[config.mk]
export PLATFORM = sky130hd
export DESIGN_NAME = http_message_deframer
export DESIGN_NICKNAME = d
export VERILOG_FILES = /design/src/design/hmd_pkg.sv /design/src/design/hmd_core.sv /design/src/design/http_message_deframer.sv
export SDC_FILE = /design/constraint.sdc
export NUM_CORES = 1
export LEC_CHECK = 0
export BUFFER_PORTS_ARGS = -buffer_cell sky130_fd_sc_hd__buf_2
export CAP_MARGIN = 10
export CELL_PAD_IN_SITES_DETAIL_PLACEMENT = 0
export CELL_PAD_IN_SITES_GLOBAL_PLACEMENT = 2
export CORE_UTILIZATION = 42
export CTS_BUF_LIST = sky130_fd_sc_hd__clkbuf_4 sky130_fd_sc_hd__clkbuf_8
export CTS_CLUSTER_SIZE = 24
export DETAILED_ROUTE_END_ITERATION = 8
export PLACE_DENSITY = 0.94
export SYNTH_ARGS = -nofsm -noshare
export SYNTH_HDL_FRONTEND = slang
export SYNTH_HIERARCHICAL = 1
export SYNTH_SLANG_ARGS = --single-unit
[constraint.sdc]
create_clock -name aclk -period 9.1 [get_ports aclk]
set_clock_uncertainty 0.2 [all_clocks]
set_input_delay 0.455 -clock aclk [delete_from_list [all_inputs] [get_ports aclk]]
set_output_delay 0.455 -clock aclk [all_outputs]
set_load 0.005 [all_outputs]
[src/design/hmd_pkg.sv]
`default_nettype none
package hmd_pkg;

    localparam int HMD_COUNT_BITS = 32;

    localparam logic [7:0] CH_CR    = 8'h0D;
    localparam logic [7:0] CH_LF    = 8'h0A;
    localparam logic [7:0] CH_COLON = 8'h3A;
    localparam logic [7:0] CH_SPACE = 8'h20;

    localparam logic [4:0] LEN_PREFIX_LEN = 5'd16;
    localparam logic [4:0] CHUNKED_LEN    = 5'd26;
    localparam logic [4:0] POS_FAIL       = 5'd31;

    localparam logic [8*16-1:0] LEN_PREFIX  = "Content-Length: ";
    localparam logic [8*26-1:0] CHUNKED_HDR = "Transfer-Encoding: chunked";

    localparam logic [2:0] KIND_START = 3'd0;
    localparam logic [2:0] KIND_HDR   = 3'd1;
    localparam logic [2:0] KIND_HEND  = 3'd2;
    localparam logic [2:0] KIND_FRAME = 3'd3;
    localparam logic [2:0] KIND_BODY  = 3'd4;
    localparam logic [2:0] KIND_DISC  = 3'd5;

    localparam logic [2:0] ERR_NONE     = 3'd0;
    localparam logic [2:0] ERR_CRLF     = 3'd1;
    localparam logic [2:0] ERR_COLON    = 3'd2;
    localparam logic [2:0] ERR_LENGTH   = 3'd3;
    localparam logic [2:0] ERR_CSIZE    = 3'd4;
    localparam logic [2:0] ERR_CTRAIL   = 3'd5;

    typedef enum logic [2:0] {
        PH_START,
        PH_HEADER,
        PH_BODY,
        PH_CSIZE,
        PH_CDATA,
        PH_CTRAIL,
        PH_FINAL
    } phase_t;

    typedef enum logic [1:0] {
        COL_NONE,
        COL_JUST,
        COL_GOOD,
        COL_BAD
    } colon_t;

    typedef struct packed {
        logic [2:0] byte_kind;
        logic [7:0] data_out;
        logic       line_end;
        logic       message_done;
        logic [2:0] error_code;
    } result_t;

    function automatic logic [7:0] len_char(logic [3:0] p);
        logic [6:0] base;
        base = {~p, 3'b000};
        return LEN_PREFIX[base +: 8];
    endfunction

    function automatic logic [7:0] chk_char(logic [4:0] p);
        logic [7:0] base;
        base = {5'd25 - p, 3'b000};
        return CHUNKED_HDR[base +: 8];
    endfunction

    function automatic logic is_digit(logic [7:0] c);
        return (c >= 8'h30) && (c <= 8'h39);
    endfunction

    function automatic logic is_hex(logic [7:0] c);
        return is_digit(c) || ((c >= 8'h61) && (c <= 8'h66)) ||
               ((c >= 8'h41) && (c <= 8'h46));
    endfunction

    function automatic logic [3:0] hex_val(logic [7:0] c);
        logic [3:0] v;
        if (is_digit(c)) begin
            v = c[3:0];
        end else begin
            v = c[3:0] + 4'd9;
        end
        return v;
    endfunction

endpackage
`default_nettype wire

[src/design/hmd_core.sv]
`default_nettype none
module hmd_core #(
    parameter int COUNT_BITS = hmd_pkg::HMD_COUNT_BITS
) (
    input  wire logic            aclk,
    input  wire logic            aresetn,
    input  wire logic            step,
    input  wire logic [7:0]      rx_byte,
    output hmd_pkg::result_t     result
);
    import hmd_pkg::*;

    localparam int CB = COUNT_BITS;

    typedef struct packed {
        phase_t        phase;
        logic          pending_cr;
        logic          line_nonempty;
        colon_t        colon;
        logic [4:0]    lpos;
        logic [4:0]    cpos;
        logic          lhs;
        logic          lbad;
        logic          chunked;
        logic [CB-1:0] acc;
        logic [CB-1:0] rem;
    } st_t;

    st_t        st_reg, st_next;
    logic [2:0] sticky_reg, sticky_next;
    logic [2:0] kind;
    logic       le;
    logic       done;
    logic [2:0] err;
    logic [CB-1:0] rem_dec;
    logic [CB-1:0] hdr_len;

    function automatic st_t clear_line(st_t s);
        s.pending_cr    = 1'b0;
        s.line_nonempty = 1'b0;
        s.colon         = COL_NONE;
        s.lpos          = '0;
        s.cpos          = '0;
        return s;
    endfunction

    function automatic st_t new_msg(st_t s);
        st_t r;
        r = clear_line(s);
        r.phase   = PH_START;
        r.lhs     = 1'b0;
        r.lbad    = 1'b0;
        r.chunked = 1'b0;
        r.acc     = '0;
        r.rem     = '0;
        return r;
    endfunction

    function automatic st_t hdr_content(st_t s, logic [7:0] c);
        logic [CB+3:0] wide;
        logic [CB+3:0] prod;
        wide = {4'b0000, s.acc};
        prod = (wide << 3) + (wide << 1) + {{CB{1'b0}}, c[3:0]};
        s.line_nonempty = 1'b1;
        if (s.colon == COL_NONE && c == CH_COLON) begin
            s.colon = COL_JUST;
        end else if (s.colon == COL_JUST) begin
            s.colon = (c == CH_SPACE) ? COL_GOOD : COL_BAD;
        end
        if (s.lpos < LEN_PREFIX_LEN) begin
            s.lpos = (c == len_char(s.lpos[3:0])) ? s.lpos + 5'd1 : POS_FAIL;
        end else if (s.lpos == LEN_PREFIX_LEN && !s.lhs && !s.lbad) begin
            if (!is_digit(c) || (|prod[CB+3:CB])) begin
                s.lbad = 1'b1;
            end else begin
                s.acc = prod[CB-1:0];
            end
        end
        if (s.cpos < CHUNKED_LEN) begin
            s.cpos = (c == chk_char(s.cpos)) ? s.cpos + 5'd1 : POS_FAIL;
        end else begin
            s.cpos = POS_FAIL;
        end
        return s;
    endfunction

    function automatic st_t size_content(st_t s, logic [7:0] c);
        if (!s.lbad) begin
            if (!is_hex(c) || (|s.acc[CB-1:CB-4])) begin
                s.lbad = 1'b1;
            end else begin
                s.acc = {s.acc[CB-5:0], hex_val(c)};
            end
        end
        return s;
    endfunction

    assign rem_dec = (st_reg.rem != '0) ? st_reg.rem - {{(CB-1){1'b0}}, 1'b1} : st_reg.rem;
    assign hdr_len = st_reg.lhs ? st_reg.acc : '0;

    // outputs of one step
    always_comb begin
        kind = KIND_DISC;
        le   = 1'b0;
        done = 1'b0;
        err  = ERR_NONE;
        if (sticky_reg == ERR_NONE) begin
            unique case (st_reg.phase)
                PH_HEADER: begin
                    if (rx_byte == CH_LF) begin
                        kind = st_reg.line_nonempty ? KIND_HDR : KIND_HEND;
                        if (!st_reg.pending_cr) begin
                            err = ERR_CRLF;
                        end else if (st_reg.line_nonempty) begin
                            if (st_reg.colon != COL_GOOD) begin
                                err = ERR_COLON;
                            end else begin
                                le = 1'b1;
                            end
                        end else if (st_reg.lhs && st_reg.lbad) begin
                            err = ERR_LENGTH;
                        end else begin
                            le = 1'b1;
                            done = (st_reg.lhs || !st_reg.chunked) && (hdr_len == '0);
                        end
                    end else begin
                        kind = (st_reg.line_nonempty || st_reg.pending_cr || rx_byte != CH_CR)
                               ? KIND_HDR : KIND_HEND;
                    end
                end
                PH_BODY, PH_CDATA: begin
                    kind = KIND_BODY;
                    done = (st_reg.phase == PH_BODY) && (rem_dec == '0);
                end
                PH_CSIZE: begin
                    kind = KIND_FRAME;
                    if (rx_byte == CH_LF) begin
                        if (!st_reg.pending_cr) begin
                            err = ERR_CRLF;
                        end else if (st_reg.lbad) begin
                            err = ERR_CSIZE;
                        end
                    end
                end
                PH_CTRAIL, PH_FINAL: begin
                    kind = KIND_FRAME;
                    if (!st_reg.pending_cr) begin
                        if (rx_byte != CH_CR) begin
                            err = ERR_CTRAIL;
                        end
                    end else if (rx_byte == CH_LF) begin
                        done = (st_reg.phase == PH_FINAL);
                    end else begin
                        err = ERR_CTRAIL;
                    end
                end
                default: begin
                    kind = KIND_START;
                    if (rx_byte == CH_LF) begin
                        if (!st_reg.pending_cr) begin
                            err = ERR_CRLF;
                        end else begin
                            le = 1'b1;
                        end
                    end
                end
            endcase
        end
    end

    // next state
    always_comb begin
        st_next     = st_reg;
        sticky_next = sticky_reg;
        if (sticky_reg == ERR_NONE) begin
            unique case (st_reg.phase)
                PH_HEADER: begin
                    if (rx_byte == CH_LF) begin
                        if (st_reg.pending_cr && st_reg.line_nonempty &&
                            st_reg.colon == COL_GOOD) begin
                            if (st_reg.lpos == LEN_PREFIX_LEN) begin
                                st_next.lhs = 1'b1;
                            end
                            if (st_reg.cpos == CHUNKED_LEN) begin
                                st_next.chunked = 1'b1;
                            end
                            st_next = clear_line(st_next);
                        end else if (st_reg.pending_cr && !st_reg.line_nonempty) begin
                            st_next = clear_line(st_next);
                            if (!st_reg.lhs && st_reg.chunked) begin
                                st_next.phase = PH_CSIZE;
                                st_next.acc   = '0;
                                st_next.lbad  = 1'b0;
                            end else if (hdr_len == '0) begin
                                st_next = new_msg(st_next);
                            end else begin
                                st_next.rem   = hdr_len;
                                st_next.phase = PH_BODY;
                            end
                        end
                    end else begin
                        if (st_reg.pending_cr) begin
                            st_next = hdr_content(st_next, CH_CR);
                        end
                        if (rx_byte == CH_CR) begin
                            st_next.pending_cr = 1'b1;
                        end else begin
                            st_next = hdr_content(st_next, rx_byte);
                            st_next.pending_cr = 1'b0;
                        end
                    end
                end
                PH_BODY, PH_CDATA: begin
                    st_next.rem = rem_dec;
                    if (rem_dec == '0) begin
                        if (st_reg.phase == PH_BODY) begin
                            st_next = new_msg(st_next);
                        end else begin
                            st_next.phase      = PH_CTRAIL;
                            st_next.pending_cr = 1'b0;
                        end
                    end
                end
                PH_CSIZE: begin
                    if (rx_byte == CH_LF) begin
                        st_next.pending_cr = 1'b0;
                        if (st_reg.acc == '0) begin
                            st_next.phase = PH_FINAL;
                        end else begin
                            st_next.rem   = st_reg.acc;
                            st_next.phase = PH_CDATA;
                        end
                    end else begin
                        if (st_reg.pending_cr) begin
                            st_next = size_content(st_next, CH_CR);
                        end
                        if (rx_byte == CH_CR) begin
                            st_next.pending_cr = 1'b1;
                        end else begin
                            st_next = size_content(st_next, rx_byte);
                            st_next.pending_cr = 1'b0;
                        end
                    end
                end
                PH_CTRAIL, PH_FINAL: begin
                    if (!st_reg.pending_cr) begin
                        st_next.pending_cr = 1'b1;
                    end else begin
                        st_next.pending_cr = 1'b0;
                        if (st_reg.phase == PH_CTRAIL) begin
                            st_next.phase = PH_CSIZE;
                            st_next.acc   = '0;
                            st_next.lbad  = 1'b0;
                        end else begin
                            st_next = new_msg(st_next);
                        end
                    end
                end
                default: begin
                    st_next.phase = PH_START;
                    if (rx_byte == CH_LF) begin
                        st_next.phase = PH_HEADER;
                        st_next = clear_line(st_next);
                    end else begin
                        st_next.pending_cr = (rx_byte == CH_CR);
                    end
                end
            endcase
            if (err != ERR_NONE) begin
                sticky_next = err;
            end
        end
    end

    always_ff @(posedge aclk) begin
        if (!aresetn) begin
            st_reg     <= new_msg('0);
            sticky_reg <= ERR_NONE;
        end else if (step) begin
            st_reg     <= st_next;
            sticky_reg <= sticky_next;
        end
    end

    assign result.byte_kind    = kind;
    assign result.data_out     = rx_byte;
    assign result.line_end     = le;
    assign result.message_done = done;
    assign result.error_code   = (sticky_reg != ERR_NONE) ? sticky_reg : err;

endmodule
`default_nettype wire

[src/design/http_message_deframer.sv]
// path: the input word waits in the input register, then is loaded into the result register on a step
// throughput: one word per cycle while the output is not stalled, through the combinational parse step between
//   the input register and the result register
// reset: aresetn synchronous, active low; clears the parse state and the
//   sticky error, no clearing pass, ready again on the first cycle after reset
`default_nettype none
module http_message_deframer #(
    parameter int COUNT_BITS = hmd_pkg::HMD_COUNT_BITS
) (
    input  wire logic        aclk,
    input  wire logic        aresetn,
    input  wire logic        s_tvalid,
    output logic             s_tready,
    input  wire logic [7:0]  s_tdata,   // rx_byte
    output logic             m_tvalid,
    input  wire logic        m_tready,
    output logic [15:0]      m_tdata,   // data_out, line_end, error_code, zero fill
    output logic [2:0]       m_tuser,   // byte_kind
    output logic             m_tlast    // message_done
);
    import hmd_pkg::*;

    logic       in_valid_reg;
    logic [7:0] in_data_reg;
    logic       out_valid_reg;
    result_t    out_reg;
    result_t    core_result;
    logic       advance;
    logic       step;

    assign advance  = !out_valid_reg || m_tready;
    assign step     = in_valid_reg && advance;
    assign s_tready = !in_valid_reg || advance;

    hmd_core #(
        .COUNT_BITS(COUNT_BITS)
    ) u_core (
        .aclk    (aclk),
        .aresetn (aresetn),
        .step    (step),
        .rx_byte (in_data_reg),
        .result  (core_result)
    );

    always_ff @(posedge aclk) begin
        if (!aresetn) begin
            in_valid_reg  <= 1'b0;
            out_valid_reg <= 1'b0;
        end else begin
            if (s_tready) begin
                in_valid_reg <= s_tvalid;
            end
            if (advance) begin
                out_valid_reg <= in_valid_reg;
            end
        end
    end

    always_ff @(posedge aclk) begin
        if (s_tready && s_tvalid) begin
            in_data_reg <= s_tdata;
        end
        if (step) begin
            out_reg <= core_result;
        end
    end

    assign m_tvalid = out_valid_reg;
    assign m_tdata  = {4'b0000, out_reg.error_code, out_reg.line_end, out_reg.data_out};
    assign m_tuser  = out_reg.byte_kind;
    assign m_tlast  = out_reg.message_done;

    // a word raising or carrying an error never closes a line or a message
    assert property (@(posedge aclk) disable iff (!aresetn)
        (m_tvalid && m_tdata[11:9] != ERR_NONE) |-> (!m_tdata[8] && !m_tlast))
        else $error("error word marked as line end or message end");

    // discarded words appear only under an error
    assert property (@(posedge aclk) disable iff (!aresetn)
        (m_tvalid && m_tuser == KIND_DISC) |-> (m_tdata[11:9] != ERR_NONE))
        else $error("discarded word without error code");

    // the byte passes through the parse step unchanged
    assert property (@(posedge aclk) disable iff (!aresetn)
        step |=> (m_tdata[7:0] == $past(in_data_reg)))
        else $error("data byte altered");

    // message end only on body or framing words, or the header end line
    assert property (@(posedge aclk) disable iff (!aresetn)
        (m_tvalid && m_tlast) |->
            (m_tuser == KIND_BODY || m_tuser == KIND_FRAME || m_tuser == KIND_HEND))
        else $error("message end on wrong word kind");

endmodule
`default_nettype wire
==> metrics.txt <==
status=completed; setup violators final=0; Critical Path Sink Type=register; drt first pass iters=5; n_diodes=0; Inst Count DP=1671; Worst-path clk slew=70 ps; Peak supply drop=0.0000724 V; Worst Path Arrival=5550 ps; Post-synth EDFFs=24; reg2reg end=u_core/st_reg[56]; number of max-cap violations=0; Min-Delay Path Class=in2reg; fin crit share=59.8%; GR Util met3=3.36%; FP Rows=57; RR Startpoint=in_data_reg[3]; Antenna Nets Post-Route=0; Synth Area per Inst=7.60 um^2; Clock Sinks=113; H-tree depth=4; Synth top area share=16.8%; Worst slew margin=23.4%; non-filler cells, final=1711; total power density per cell area=124 nW/um^2; P_leak=4.58 nW; initial DRC count=797; Netlist cell types=93; largest net degree at the start of global routing=73; Crit. Startpoint=in_data_reg[3]; DIE AREA=25900 um^2; yosys warns=6; layout cells sized above 1=7.57%; Routed WL=33700 um; clk_lat worst skew=450 ps; setup_tns=0 ps; Die X=161 um; Num CTS Buffers=17; fin crit period=5440 ps; Crit Path Class=reg2reg; grt ovf=0; met1 Use GR=34.1%; Yosys reg bits=113; Total GRT Usage=26.2%; fin area=11300 um^2; vias in the first global route=10100; global route hottest layer=met2; Final Wtd Congestion=0.897; Post-Syn Instances=1394; Clock Path Buffers=2; top post-synthesis cells by area=dfxtp_1, ha_1, edfxtp_1; cell taking the most area after synthesis=dfxtp_1; DPL Wire Length=24200 um; final-report hold violation count=0; FF-to-FF setup slack=3660 ps; Worst Min Path Start=s_tvalid; max reg flops=84; maximum fanout along the worst path=32; Die Y=161 um; CTS Hold Bufs=8; final core occ=46.2%; highest clock rate=0.184 GHz; Global Route met2 Usage=44.0%; Core ar.=24500 um^2; vias=10700; Mapped Area=10600 um^2; unrepaired setup endpoints after global routing=false; Post-CTS Resized=0; IO Count=34; Net count, final=1476; fraction of registers with async set or reset after synthesis=0%; post-synthesis sequential area ratio=23.6%; starting density of the core=43.2%; initial antenna violation count=0; CP required=9210 ps; area post-placement=10800 um^2; WL per Instance=19.7 um; Main synth FF type=dfxtp_1; global-route wire length before repair=54200 um; CTS root buf=clkbuf_8; Tightest Pin Transition=1140 ps; post-CTS setup buffers=0; hold path cells=3; P&R area growth vs syn=7.11%; Remaining DRCs=0; startpoint types=register; DR vias/cell=6.23; Slew Viols, Final=0; R2R depth=16; worst hold endpoint=in_valid_reg; CTS tree=done; # port buffers=29
## area by class of cell
cell class / instances / area (um^2)
Clock buffer: 17 / 234
Clock inverter: 15 / 190
Fill cell: 2552 / 13200
Inverter: 46 / 173
Multi-Input combinational cell: 1145 / 7510
Sequential cell: 113 / 2500
Tap cell: 324 / 405
Timing Repair Buffer: 51 / 330
## power breakdown
group          total, mW  internal (mW)  switching (mW)  leakage (nW)
logic              0.336          0.119           0.217          3.44
registers          0.540          0.521          0.0182         0.948
clock network      0.527          0.295           0.232         0.194
total               1.40          0.936           0.467          4.58
## synth_stat cells, types with 22 or more instances
library cell  number
mux2i_1           34
o22ai_1           27
xnor2_1           35
edfxtp_1          24
nor2_1           111
a21o_1            30
dfxtp_1           89
nand3_1           50
a21oi_1          104
inv_1             44
nor4_1            28
nor3_1            36
o21ai_0           96
clkbuf_1          69
nand2_1          170
xor2_1            22
ha_1              88
## cell families (layout without fill, tap and decap cells)
family | after synthesis | count (layout) | share of synthesized area, %
compound gates | 434 | 434 | 26.6
xor+xnor | 57 | 57 | 4.71
fa+ha+maj | 90 | 90 | 10.8
buf+inv | 139 | 129 | 5.76
flops | 113 | 113 | 23.6
mux | 36 | 36 | 3.43
other cells | 1 | 4 | 0.0354
simple gates | 524 | 524 | 25.1
## critical path, cell delays in order, from the launching register on
cell	delay, ps
edfxtp_1	600
inv_1	120
fa_1	540
inv_1	60
fa_1	460
a21o_1	180
a21oi_1	210
o21bai_1	120
a41o_1	300
a211o_1	340
a21oi_1	510
nor3_1	150
o21a_1	220
nor3_1	650
nor3_4	80
buf_4	330
mux2i_1	190
## worst max path at each step
stage,endpoint,cells past startpoint,slack (ps)
floorplan,u_core/st_reg[57],16,4670
CTS,u_core/st_reg[56],15,3700
global route,u_core/st_reg[52],15,3310
finish,u_core/st_reg[56],16,3660
global placement,u_core/st_reg[61],15,3850
detailed placement,u_core/st_reg[38],15,3710
## layout by cell type, fill, tap and decap left out, types with 10 or more instances in the layout
cell type	synthesis	routed
clkbuf_8	0	17
nor2_1	111	110
o21a_1	14	14
or3_1	13	13
buf_2	2	29
buf_4	15	14
xor2_1	22	22
a21oi_1	104	104
a22oi_1	17	17
nand2_1	170	170
dfxtp_1	89	89
nor3_1	36	35
o21bai_1	11	11
mux2i_1	34	34
nand2b_1	12	12
nand4_1	20	20
or4_1	11	11
a21o_1	30	30
inv_1	44	44
o21ai_0	96	96
o22ai_1	27	27
o31ai_1	10	10
ha_1	88	88
nor4_1	28	28
xnor2_1	35	35
edfxtp_1	24	24
a211oi_1	15	15
a31oi_1	19	18
nand3_1	50	50
## routing by layer
layer | share of wire [%] | vias up
li1 | - | 5158
met3 | 4.5 | 72
met4 | 3.2 | 0
met2 | 47 | 338
met1 | 45 | 5093
met5 | 0 | -
## metrics by stage
stage	setup WS [ps]	total power, mW	hold WS (ps)
after floorplan	4670	0.795	248
final	3660	1.40	72.7
after global routing	3310	1.47	74.7
after global placement	3850	0.877	272
after CTS	3700	1.41	50.3
after detailed placement	3710	0.875	280
(Power assumes the default switching activity.)
